## config.mk

```make
export PLATFORM = sky130hd
export DESIGN_NAME = ir_sensor_config_sequencer_top
export DESIGN_NICKNAME = d
export VERILOG_FILES = /design/src/rtl/isq_pkg.sv /design/src/rtl/isq_cfg.sv /design/src/rtl/isq_core.sv /design/src/rtl/isq_tx.sv /design/src/rtl/ir_sensor_config_sequencer_top.sv
export SDC_FILE = /design/constraint.sdc
export NUM_CORES = 1
export LEC_CHECK = 0
export ABC_AREA = 1
export CORE_MARGIN = 5
export CORE_UTILIZATION = 45
export DETAILED_ROUTE_END_ITERATION = 6
export DONT_BUFFER_PORTS = 1
export PLACE_DENSITY = 0.7
export SLEW_MARGIN = 30
export SYNTH_ARGS = -nofsm -noshare
export SYNTH_HDL_FRONTEND = slang
export SYNTH_HIERARCHICAL = 1
export SYNTH_SLANG_ARGS = --single-unit
```

## constraint.sdc

```tcl
create_clock -name clk -period 3.91 [get_ports clk]
set_input_delay 0.5865 -clock clk [delete_from_list [all_inputs] [get_ports clk]]
set_output_delay 0.5865 -clock clk [all_outputs]
set_load 0.1 [all_outputs]
```

## src/rtl/isq_pkg.sv

```systemverilog
// Shared types, codes and frame constants of the IR sensor setup sequencer.
// No dependencies; used by every module of the block.
`default_nettype none

package isq_pkg;

    localparam int FRAME_BYTES = 8;
    localparam int FRAME_IDX_W = $clog2(FRAME_BYTES);

    localparam logic [7:0] SYNC_HEAD = 8'hAA;
    localparam logic [7:0] SYNC_TAIL = 8'h55;
    localparam logic [7:0] FRM_CMD   = 8'h02;
    localparam logic [7:0] ADDR_MODE = 8'h07;
    localparam logic [7:0] ADDR_LVL  = 8'h05;
    localparam logic [7:0] ADDR_OFF  = 8'h03;
    localparam logic [7:0] DATA_UART = 8'h00;
    localparam logic [7:0] DATA_IO   = 8'h02;
    localparam logic [7:0] DATA_OFF  = 8'h00;

    // input command codes
    localparam logic [1:0] CMD_START = 2'd0;
    localparam logic [1:0] CMD_BYTE  = 2'd1;
    localparam logic [1:0] CMD_TICK  = 2'd2;

    // sensitivity modes
    localparam logic [1:0] MODE_OFF  = 2'd0;
    localparam logic [1:0] MODE_NEAR = 2'd1;
    localparam logic [1:0] MODE_FAR  = 2'd2;

    // status codes
    localparam logic [1:0] STAT_IDLE = 2'd0;
    localparam logic [1:0] STAT_BUSY = 2'd1;
    localparam logic [1:0] STAT_DONE = 2'd2;
    localparam logic [1:0] STAT_FAIL = 2'd3;

    // configuration register indexes
    localparam logic [2:0] REG_TIMEOUT = 3'd0;
    localparam logic [2:0] REG_FIRST   = 3'd1;
    localparam logic [2:0] REG_LATER   = 3'd2;
    localparam logic [2:0] REG_FAR     = 3'd3;
    localparam logic [2:0] REG_NEAR    = 3'd4;

    localparam logic [7:0] RST_TIMEOUT = 8'd70;
    localparam logic [2:0] RST_FIRST   = 3'd3;
    localparam logic [2:0] RST_LATER   = 3'd4;
    localparam logic [7:0] RST_FAR     = 8'h19;
    localparam logic [7:0] RST_NEAR    = 8'h64;

    typedef struct packed {
        logic [7:0] timeout_ticks;
        logic [2:0] first_phase_tries;
        logic [2:0] later_phase_tries;
        logic [7:0] far_level;
        logic [7:0] near_level;
    } isq_cfg_t;

    // one processed request on its way to the output
    typedef struct packed {
        logic       send;
        logic [7:0] addr;
        logic [7:0] data;
        logic [1:0] status;
    } isq_result_t;

    function automatic logic [7:0] frame_byte(input logic [FRAME_IDX_W-1:0] idx,
                                              input logic [7:0] addr,
                                              input logic [7:0] data);
        logic [7:0] b;
        case (idx) inside
            3'd0, 3'd1: b = SYNC_HEAD;
            3'd2:       b = FRM_CMD;
            3'd3:       b = addr;
            3'd4:       b = data;
            3'd5:       b = FRM_CMD + addr + data;
            default:    b = SYNC_TAIL;
        endcase
        return b;
    endfunction

endpackage

`default_nettype wire

```

## src/rtl/isq_cfg.sv

```systemverilog
// APB-style configuration registers of the IR sensor setup sequencer.
// Depends on isq_pkg.
`default_nettype none

module isq_cfg
    import isq_pkg::*;
(
    input  wire logic        clk,
    input  wire logic        rst_n,
    input  wire logic        psel,
    input  wire logic        penable,
    input  wire logic        pwrite,
    input  wire logic [4:0]  paddr,
    input  wire logic [31:0] pwdata,
    output logic      [31:0] prdata,
    output logic             pready,
    output isq_cfg_t         cfg
);

    isq_cfg_t   cfg_reg;
    logic [2:0] idx;
    logic       wr;

    assign pready = 1'b1;
    assign idx    = paddr[4:2];
    assign wr     = psel && penable && pwrite;
    assign cfg    = cfg_reg;

    always_ff @(posedge clk or negedge rst_n)
    begin
        if (!rst_n)
        begin
            cfg_reg.timeout_ticks     <= RST_TIMEOUT;
            cfg_reg.first_phase_tries <= RST_FIRST;
            cfg_reg.later_phase_tries <= RST_LATER;
            cfg_reg.far_level         <= RST_FAR;
            cfg_reg.near_level        <= RST_NEAR;
        end
        else if (wr)
        begin
            unique case (idx)
                REG_TIMEOUT: cfg_reg.timeout_ticks     <= pwdata[7:0];
                REG_FIRST:   cfg_reg.first_phase_tries <= pwdata[2:0];
                REG_LATER:   cfg_reg.later_phase_tries <= pwdata[2:0];
                REG_FAR:     cfg_reg.far_level         <= pwdata[7:0];
                REG_NEAR:    cfg_reg.near_level        <= pwdata[7:0];
                default:     ;
            endcase
        end
    end

    always_comb
    begin
        unique case (idx)
            REG_TIMEOUT: prdata = {24'd0, cfg_reg.timeout_ticks};
            REG_FIRST:   prdata = {29'd0, cfg_reg.first_phase_tries};
            REG_LATER:   prdata = {29'd0, cfg_reg.later_phase_tries};
            REG_FAR:     prdata = {24'd0, cfg_reg.far_level};
            REG_NEAR:    prdata = {24'd0, cfg_reg.near_level};
            default:     prdata = 32'd0;
        endcase
    end

endmodule

`default_nettype wire

```

## src/rtl/isq_core.sv

```systemverilog
// Input register and sequencing state of the IR sensor setup sequencer.
// Depends on isq_pkg; hands one result per request to isq_tx.
`default_nettype none

module isq_core
    import isq_pkg::*;
(
    input  wire logic        clk,
    input  wire logic        rst_n,
    input  wire isq_cfg_t    cfg,
    input  wire logic        in_valid,
    output logic             in_ready,
    input  wire logic [1:0]  in_cmd,
    input  wire logic [1:0]  in_mode,
    input  wire logic [7:0]  in_rx_byte,
    output logic             res_valid,
    input  wire logic        res_ready,
    output isq_result_t      res
);

    typedef enum logic [2:0] {
        PH_IDLE  = 3'd0,
        PH_UART  = 3'd1,
        PH_SENSE = 3'd2,
        PH_IO    = 3'd3,
        PH_DONE  = 3'd4,
        PH_FAIL  = 3'd5
    } phase_t;

    logic       in_valid_reg;
    logic [1:0] cmd_reg, mode_reg;
    logic [7:0] rxb_reg;

    phase_t     phase_reg, phase_next;
    logic [3:0] rx_pos_reg, rx_pos_next;
    logic [7:0] rx_data_reg, rx_data_next;
    logic [7:0] rx_last_reg, rx_last_next;
    logic [2:0] tries_reg, tries_next;
    logic [7:0] timer_reg, timer_next;
    logic [7:0] sent_reg, sent_next;
    logic [1:0] cmode_reg, cmode_next;

    logic       take;
    logic       do_try;
    logic       busy;
    logic [2:0] limit;
    logic [7:0] addr, data;

    assign take      = in_valid_reg && res_ready;
    assign in_ready  = !in_valid_reg || res_ready;
    assign res_valid = in_valid_reg;

    always_comb
    begin
        phase_next   = phase_reg;
        rx_pos_next  = rx_pos_reg;
        rx_data_next = rx_data_reg;
        rx_last_next = rx_last_reg;
        tries_next   = tries_reg;
        timer_next   = timer_reg;
        sent_next    = sent_reg;
        cmode_next   = cmode_reg;
        do_try       = 1'b0;
        busy         = (phase_reg == PH_UART) || (phase_reg == PH_SENSE) ||
                       (phase_reg == PH_IO);
        limit        = 3'd0;
        addr         = 8'd0;
        data         = 8'd0;
        res.send     = 1'b0;

        case (cmd_reg)
            CMD_START:
            begin
                cmode_next  = (mode_reg == MODE_NEAR || mode_reg == MODE_FAR) ?
                              mode_reg : MODE_OFF;
                phase_next  = PH_UART;
                tries_next  = 3'd0;
                timer_next  = 8'd0;
                rx_pos_next = 4'd0;
                do_try      = 1'b1;
            end
            CMD_BYTE:
            begin
                if (busy)
                begin
                    if (rx_pos_reg == 4'd0)
                    begin
                        if (rxb_reg == SYNC_HEAD)
                            rx_pos_next = 4'd1;
                    end
                    else if (rx_pos_reg < 4'(FRAME_BYTES))
                    begin
                        if (rx_pos_reg == 4'd4)
                            rx_data_next = rxb_reg;
                        if (rx_pos_reg == 4'(FRAME_BYTES - 1))
                        begin
                            rx_last_next = rxb_reg;
                            // echo complete: tail and data byte must match
                            if (rxb_reg == SYNC_TAIL && rx_data_reg == sent_reg)
                            begin
                                tries_next = 3'd0;
                                unique case (phase_reg)
                                    PH_UART: phase_next = PH_SENSE;
                                    PH_SENSE: phase_next = PH_IO;
                                    default: phase_next = PH_DONE;
                                endcase
                            end
                        end
                        rx_pos_next = rx_pos_reg + 4'd1;
                    end
                    else
                        rx_pos_next = 4'd0;
                end
            end
            CMD_TICK:
            begin
                if (timer_reg != 8'd0)
                    timer_next = timer_reg - 8'd1;
                do_try = busy && (timer_next == 8'd0);
            end
            default: ;
        endcase

        if (do_try)
        begin
            limit = (phase_next == PH_UART) ? cfg.first_phase_tries
                                            : cfg.later_phase_tries;
            if (tries_next >= limit)
                phase_next = PH_FAIL;
            else
            begin
                if (phase_next == PH_UART)
                begin
                    addr = ADDR_MODE;
                    data = DATA_UART;
                end
                else if (phase_next == PH_IO)
                begin
                    addr = ADDR_MODE;
                    data = DATA_IO;
                end
                else if (cmode_next == MODE_FAR)
                begin
                    addr = ADDR_LVL;
                    data = cfg.far_level;
                end
                else if (cmode_next == MODE_NEAR)
                begin
                    addr = ADDR_LVL;
                    data = cfg.near_level;
                end
                else
                begin
                    addr = ADDR_OFF;
                    data = DATA_OFF;
                end
                rx_pos_next  = 4'd0;
                rx_data_next = 8'd0;
                rx_last_next = 8'd0;
                tries_next   = tries_next + 3'd1;
                timer_next   = cfg.timeout_ticks;
                sent_next    = data;
                res.send     = 1'b1;
            end
        end

        res.addr = addr;
        res.data = data;
        unique case (phase_next)
            PH_UART, PH_SENSE, PH_IO: res.status = STAT_BUSY;
            PH_DONE:                  res.status = STAT_DONE;
            PH_FAIL:                  res.status = STAT_FAIL;
            default:                  res.status = STAT_IDLE;
        endcase
    end

    always_ff @(posedge clk or negedge rst_n)
    begin
        if (!rst_n)
        begin
            in_valid_reg <= 1'b0;
            phase_reg    <= PH_IDLE;
            rx_pos_reg   <= 4'd0;
            rx_data_reg  <= 8'd0;
            rx_last_reg  <= 8'd0;
            tries_reg    <= 3'd0;
            timer_reg    <= 8'd0;
            sent_reg     <= 8'd0;
            cmode_reg    <= 2'd0;
        end
        else
        begin
            if (in_ready)
                in_valid_reg <= in_valid;
            if (take)
            begin
                phase_reg   <= phase_next;
                rx_pos_reg  <= rx_pos_next;
                rx_data_reg <= rx_data_next;
                rx_last_reg <= rx_last_next;
                tries_reg   <= tries_next;
                timer_reg   <= timer_next;
                sent_reg    <= sent_next;
                cmode_reg   <= cmode_next;
            end
        end
    end

    // payload register, no reset needed
    always_ff @(posedge clk)
    begin
        if (in_ready && in_valid)
        begin
            cmd_reg  <= in_cmd;
            mode_reg <= in_mode;
            rxb_reg  <= in_rx_byte;
        end
    end

endmodule

`default_nettype wire

```

## src/rtl/isq_tx.sv

```systemverilog
// Result register and frame serializer of the IR sensor setup sequencer.
// Depends on isq_pkg; takes results from isq_core.
`default_nettype none

module isq_tx
    import isq_pkg::*;
(
    input  wire logic        clk,
    input  wire logic        rst_n,
    input  wire logic        res_valid,
    output logic             res_ready,
    input  wire isq_result_t res,
    output logic             m_axis_tvalid,
    input  wire logic        m_axis_tready,
    output logic [15:0]      m_axis_tdata,
    output logic             m_axis_tlast,
    output logic             m_axis_tuser
);

    localparam logic [FRAME_IDX_W-1:0] LAST_IDX = FRAME_IDX_W'(FRAME_BYTES - 1);

    logic                   valid_reg;
    logic [FRAME_IDX_W-1:0] idx_reg;
    isq_result_t            res_reg;
    logic [7:0]             tx_byte;
    logic                   load;

    assign tx_byte       = res_reg.send ? frame_byte(idx_reg, res_reg.addr, res_reg.data)
                                        : 8'd0;
    assign m_axis_tvalid = valid_reg;
    assign m_axis_tlast  = !res_reg.send || (idx_reg == LAST_IDX);
    assign m_axis_tuser  = res_reg.send;
    assign m_axis_tdata  = {6'd0, res_reg.status, tx_byte};
    assign res_ready     = !valid_reg || (m_axis_tready && m_axis_tlast);
    assign load          = res_ready && res_valid;

    always_ff @(posedge clk or negedge rst_n)
    begin
        if (!rst_n)
        begin
            valid_reg <= 1'b0;
            idx_reg   <= '0;
        end
        else if (load)
        begin
            valid_reg <= 1'b1;
            idx_reg   <= '0;
        end
        else if (valid_reg && m_axis_tready)
        begin
            if (m_axis_tlast)
                valid_reg <= 1'b0;
            else
                idx_reg <= idx_reg + FRAME_IDX_W'(1);
        end
    end

    always_ff @(posedge clk)
    begin
        if (load)
            res_reg <= res;
    end

endmodule

`default_nettype wire

```

## src/rtl/ir_sensor_config_sequencer_top.sv

```systemverilog
// Top level of the IR sensor setup sequencer: config port, core, serializer.
// Depends on isq_pkg, isq_cfg, isq_core and isq_tx.
`default_nettype none

// Runs the three-phase setup (uart mode, sensitivity, io mode) of an infrared
// proximity module. Each request (start, received byte or 10 ms tick) is held
// in an input register, processed combinationally and handed to an output
// register. A request that sends a frame yields eight output beats (the frame
// AA AA cmd addr data sum 55 55, tlast on the eighth); any other request yields
// one beat with tuser low and a zero byte. Every beat carries the status after
// the request. One request per cycle is sustained while each gives one beat
// and the output is not stalled; a frame holds the output for its eight beats,
// during which the next request is still taken into the input register. Status
// 3 (failed) and 2 (done) hold until the next start. No clearing pass after reset.
module ir_sensor_config_sequencer_top
    import isq_pkg::*;
(
    input  wire logic        clk,
    input  wire logic        rst_n,
    // APB configuration port
    input  wire logic        psel,
    input  wire logic        penable,
    input  wire logic        pwrite,
    input  wire logic [4:0]  paddr,
    input  wire logic [31:0] pwdata,
    output logic      [31:0] prdata,
    output logic             pready,
    // request stream
    input  wire logic        s_axis_tvalid,
    output logic             s_axis_tready,
    input  wire logic [15:0] s_axis_tdata,  // [1:0] mode, [9:2] rx_byte, rest zero
    input  wire logic [1:0]  s_axis_tuser,  // [1:0] command
    // result stream
    output logic             m_axis_tvalid,
    input  wire logic        m_axis_tready,
    output logic [15:0]      m_axis_tdata,  // [7:0] tx_byte, [9:8] status, rest zero
    output logic             m_axis_tlast,  // last
    output logic             m_axis_tuser   // [0] tx_valid
);

    isq_cfg_t    cfg;
    isq_result_t res;
    logic        res_valid;
    logic        res_ready;

    isq_cfg u_cfg (
        .clk     (clk),
        .rst_n   (rst_n),
        .psel    (psel),
        .penable (penable),
        .pwrite  (pwrite),
        .paddr   (paddr),
        .pwdata  (pwdata),
        .prdata  (prdata),
        .pready  (pready),
        .cfg     (cfg)
    );

    isq_core u_core (
        .clk        (clk),
        .rst_n      (rst_n),
        .cfg        (cfg),
        .in_valid   (s_axis_tvalid),
        .in_ready   (s_axis_tready),
        .in_cmd     (s_axis_tuser),
        .in_mode    (s_axis_tdata[1:0]),
        .in_rx_byte (s_axis_tdata[9:2]),
        .res_valid  (res_valid),
        .res_ready  (res_ready),
        .res        (res)
    );

    isq_tx u_tx (
        .clk           (clk),
        .rst_n         (rst_n),
        .res_valid     (res_valid),
        .res_ready     (res_ready),
        .res           (res),
        .m_axis_tvalid (m_axis_tvalid),
        .m_axis_tready (m_axis_tready),
        .m_axis_tdata  (m_axis_tdata),
        .m_axis_tlast  (m_axis_tlast),
        .m_axis_tuser  (m_axis_tuser)
    );

endmodule

`default_nettype wire

```

* After elaboration in Yosys (flattened, before gate mapping)
Cells that the tools add are included.
Storage, ports and cells: logic and storage cells 165, input bits 62, register bits 102
Cells by class: bitwise operators 2, equality and inequality tests 32, reductions and logical operators 37, add/sub/neg operators 6, order comparisons 2, muxes and demuxes 63
Operators with widths (count):
- $mux 8 | 21
- $mux 3 | 22
- $pmux 8 s5 | 1
- $eq 3x2->1 const B | 9
- $mux 4 | 6
- $eq 3x3->1 const B | 6
- $pmux 3 s2 | 3
- $pmux 8 s2 | 1
- $eq 3x1->1 const B | 5
- $reduce_and 2->1 | 7
- $add 2x8->8 const A | 1
- $add 8x8->8 | 1
- $eq 4x3->1 const B | 2
- $eq 8x7->1 const B | 1
- $eq 8x8->1 | 1
- $eq 8x8->1 const B | 1
- $logic_and 1x1->1 | 8
- $logic_not 8->1 | 1
- $pmux 4 s2 | 1
- $reduce_bool 8->1 | 1
- $sub 8x1->8 const B | 1
- $add 3x1->3 const B | 2
- $eq 2x1->1 const B | 3
- $eq 2x2->1 const B | 3
- 19 further kinds | 34

* Depth between registers and ports, before layout
depth in word-level cells 16, mapped depth 25, mapped depth without buffers 24

* By module
Netlist, hierarchy kept.
By module, submodules not included:
- isq_core | sequential area each 1286.2 um2, area an instance 3543.4 um2, cells an instance 509, times used 1
- isq_cfg | sequential area each 765.7 um2, area an instance 1699.1 um2, cells an instance 216, times used 1
- isq_tx | sequential area each 670.6 um2, area an instance 1551.5 um2, cells an instance 170, times used 1

* Worst setup path before layout
Ideal clock, no wire load.
path kind register to output, start point register u_tx/res_reg[11] (netlist name), end point output port m_axis_tdata[5], required time 3.323 ns, slack 0.114 ns, cell stages (with the launch flop) 13, arrival 3.209 ns, cell sequence edfxtp_1 > inv_1 > ha_1 > inv_1 > ha_1 > fa_1 > nand2_2 > nand2_2 > nand3_1 > nand2_1 > o21bai_1 > nand3_1 > a21oi_1
On the way: word-level cells in the longest chain between the ends 8
Ends and longest elaborated chain:
- from (decl) | line isq_tx.sv:24 | isq_result_t res_reg;
- from (signal assigned) | line isq_tx.sv:61 | res_reg <= res;
- $add 2x8->8 | line isq_pkg.sv:74 | 3'd5: b = FRM_CMD + addr + data;
- $add 8x8->8 | line isq_pkg.sv:74
- $mux 8 (5 in a row) | line isq_pkg.sv:69 | case (idx) inside
- $mux 8 | line isq_tx.sv:28 | assign tx_byte = res_reg.send ? frame_byte(idx_reg, res_reg.addr, res_reg.data)
- to (decl) | line ir_sensor_config_sequencer_top.sv:36 | output logic [15:0] m_axis_tdata,
Every way passes these cells.

* Final worst setup path
start point register u_core.rx_pos_reg[0], end point register u_core.tries_reg[2]
On the way: word-level cells in the longest chain between the ends 11, elaborated cells between the ends (all ways) 19, those cells by class add/sub: 1; order compare: 2; eq/ne: 2; mux: 13; reduce/logical: 1
Ends and longest elaborated chain:
- from (decl) | line isq_core.sv:35 | logic [3:0] rx_pos_reg, rx_pos_next;
- from (signal assigned) | line isq_core.sv:198 | rx_pos_reg <= rx_pos_next;
- branches (longest 10 deep; another with $lt 4x4->1)
- $mux 3 (*) | line isq_core.sv:124 | if (do_try)
- to (signal assigned) | line isq_core.sv:201 | tries_reg <= tries_next;
- to (decl) | line isq_core.sv:38 | logic [2:0] tries_reg, tries_next;
Every way passes the cells marked *. A chain may end at the register's enable or synchronous reset.

==> results.md <==
- Unrepaired setup endpoints after global routing: false
- Largest family of logic cells by synthesized area: simple AND/OR/NAND/NOR gates
- Worst slew pin tran: 0.926 ns
- CTS tree: yes
- Clock skew: 0.00968 ns
- Clk Latency, worst-skew pair: 0.36 ns
- Nets: 999
- Post-synth cell types: 46
- GR Layer Usage met1: 0.231
- Worst Path Arrival: 3.65 ns
- Worst hold slack: 0.0679 ns
- Dpl cell area: 6970 sq um
- Post-Synth Simple-Gate Area: 0.283
- Detailed Place HPWL: 11.3 mm
- First-pass GRT wire length: 25.0 mm
- Avg WL per Cell: 13.7 um
- Routed via count: 5544
- FP Rows: 45
- Final worst path period share: 0.870
- Adder-Cell Fraction of Synth Area: 0.0564
- Leakage: 3.57 nW
- Syn. warnings: 6
- Layout cells sized above 1: 0.122
- Worst setup SP type: register
- Initial core utilization: 0.454
- Slew HR: 0.384
- Tot Pwr: 5.00 mW
- Final Hold Fails: 0
- PwrDens: 682 nW/um^2
- Mapped Cells: 895
- Post-route cell area: 7320 sq um
- Max reg flops: 30
- P&R area growth vs syn: 7.81%
- Num CTS Buffers: 9
- Met2 GRT Util: 0.287
- CP endpoint kind: register
- Vias in the first global route: 5154
- Initial DRT Pass Iterations: 5
- Max frequency: 294 MHz
- Fillcell total: 1456
- CTS Sinks: 102
- Setup violators final: 0
- DRT Wirelength: 15.1 mm
- Post-synth EDFFs: 31
- Critical Path RT: 4.15 ns
- Die Wd: 133 um
- Worst ir drop on vdd: 0.284 mV
- Synth Area in Compound Gates: 0.128
- Synth Flop Type: dfrtp_1
- Final setup TNS: 0 ns
- Placer Congestion: 0.934
- Post-route DRC violation count: 0
- Fin. max-slew vios: 0
- Avg Cell Area, Syn: 7.59 sq um
- DIE HEIGHT: 133 um
- Post-route ant nets: 0
- Max Cap Violations: 0
- Initial DRC Count: 359
- Vias/cell: 5.04
- Hold/Removal Path Class: input port to async pin
- DIE AREA: 17700 sq um
- Top Usage Layer GRT: met2
- All-layer global routing usage: 0.175
- Crit path time final: 3.40 ns
- Max clock buf depth: 2
- Status: complete, no violations
- # diodes: 0
- Critical path type: register to register
- Initial antenna violation count: 0
- Met3 usage: 0.0388
- Post-CTS setup buffer count: 0
- H-tree Lvls: 3
- Mux contribution to synthesized area: 0
- Mapped Area: 6790 sq um
- Flops & latches, synth: 102
- Pin count of the biggest net entering global routing: 60
- Critical Path Fanout Max: 17
- CTS root buf: clkbuf_16
- Seq/Total Area, Yosys: 0.401
- Port buffer count: 0
- Post-synthesis xor/xnor area fraction: 0.00902
- Fraction of registers with async set/reset: 0.696
- Core ar.: 15000 sq um
- Clock transition at the registers of the reported paths: 0.07 ns
- Remaining Overflow, GRT: 0
- Top Ports: 115
where the power goes:
part	internal (mW)	switching [mW]	leakage, nW
combinational	0.703	1.74	2.22
sequential	1.37	0.210	1.19
clock	0.578	0.400	0.161
total	2.65	2.35	3.57
synthesized netlist by cell type (all sizes together) (3+ instances only):
library cell	instances	area (sq um)
a21oi	33	180
a22o	7	61.3
buf	48	363
clkbuf	7	26.3
conb	4	15.0
dfrtp	59	1480
dfstp	12	315
edfxtp	31	931
ha	29	363
inv	111	419
nand2	281	1120
nand3	63	363
nand4	9	62.6
nor2	66	315
nor3	5	25.0
o21ai	87	447
o22ai	19	119
or2	3	18.8
xnor2	3	26.3
xor2	4	35.0
routing by layer:
metal	part of all wire	vias to the layer above
met5	0	-
met4	0.010	0
met3	0.047	12
met2	0.48	106
met1	0.46	2561
li1	-	2865
per-stage QoR:
stage	util	cells	worst slack, ns
after CTS	0.489	1100	0.517
final	0.489	1100	0.507
after detailed placement	0.465	1083	0.537
after global placement	0.465	1083	0.583
after floorplan	-	927	0.114
after global routing	0.489	1100	0.115
kinds of logic after synthesis:
group                      after synthesis
AOI/OAI and AO/OA                      154
xor gates and xnor gates                 7
adders and majority gates               30
buffers and inverters                  168
DFF                                    102
other                                    4
and+or+nand+nor                        430
critical path: stages, from the launching register on:
cell	delay, ns
dfrtp_1	0.41
inv_1	0.11
ha_1	0.19
inv_1	0.07
o21ai_1	0.29
nor2_2	0.12
nand3_1	0.17
nand2_1	0.07
nand2_1	0.12
nand3_2	0.20
nand2_1	0.11
o21ai_1	0.07
ha_1	0.31
a21oi_1	0.14
nand3_1	0.09
buf_4	0.18
nor2_1	0.17
nand2_4	0.17
inv_1	0.15
nand2_1	0.06
nand2_1	0.05
nand2_1	0.04
layout by cell type, fill, tap and decap left out, types with 2 or more instances in the layout:
cell | Yosys | final
nor2_1 | 53 | 53
xnor2_1 | 3 | 3
o22ai_1 | 19 | 19
a21oi_1 | 29 | 22
inv_4 | 1 | 2
nand2_1 | 270 | 270
nand3_2 | 2 | 3
nand3_1 | 58 | 57
nand3b_1 | 2 | 2
inv_2 | 9 | 9
a21oi_2 | 4 | 11
nand3_4 | 3 | 3
o21ai_0 | 70 | 70
or2_2 | 3 | 3
nor2_2 | 6 | 6
buf_4 | 39 | 23
inv_1 | 101 | 101
ha_1 | 29 | 29
dfrtp_1 | 59 | 59
conb_1 | 4 | 36
edfxtp_1 | 31 | 31
clkbuf_1 | 7 | 2
nand2_4 | 7 | 7
dfstp_2 | 12 | 12
nand4_1 | 8 | 8
a22o_1 | 7 | 7
nor3_1 | 5 | 4
xor2_1 | 4 | 4
o21ai_1 | 14 | 14
nand2_2 | 4 | 4
nor2_4 | 7 | 7
clkbuf_16 | 0 | 11
a31oi_1 | 2 | 2
o21ai_2 | 3 | 3
cell type report:
type                    instances  area, sq um  area share
clock buffers                  13          283      0.0386
multi-input cells             657         3410       0.466
repair buffers                 24          200      0.0273
inverters                     113          428      0.0584
flip-flops and latches        102         2720       0.372
clock inverters                 3         45.0     0.00615
well taps                     188          235      0.0321
final timing paths:
check	from	end	slack [ns]	cells past startpoint
worst max-delay path	u_core/rx_pos_reg[0]	u_core/tries_reg[2]	0.51	21
worst min-delay path	rst_n	u_cfg/cfg[8]	0.07	0
worst max register to register	u_core/rx_pos_reg[0]	u_core/tries_reg[2]	0.51	21
worst min register to register	u_core/tries_reg[1]	u_core/tries_reg[1]	0.48	2
max in group asynchronous	rst_n	u_core/rx_data_reg[5]	3.54	1
min in group clk	pwdata[0]	u_cfg/cfg[8]	0.32	2
timing repair:
item / CTS / global route
hold buffers: 1 / 0
hold endpoints to repair: 59 / 0
gates resized for setup: 0 / 0
(Power assumes the default switching activity.)
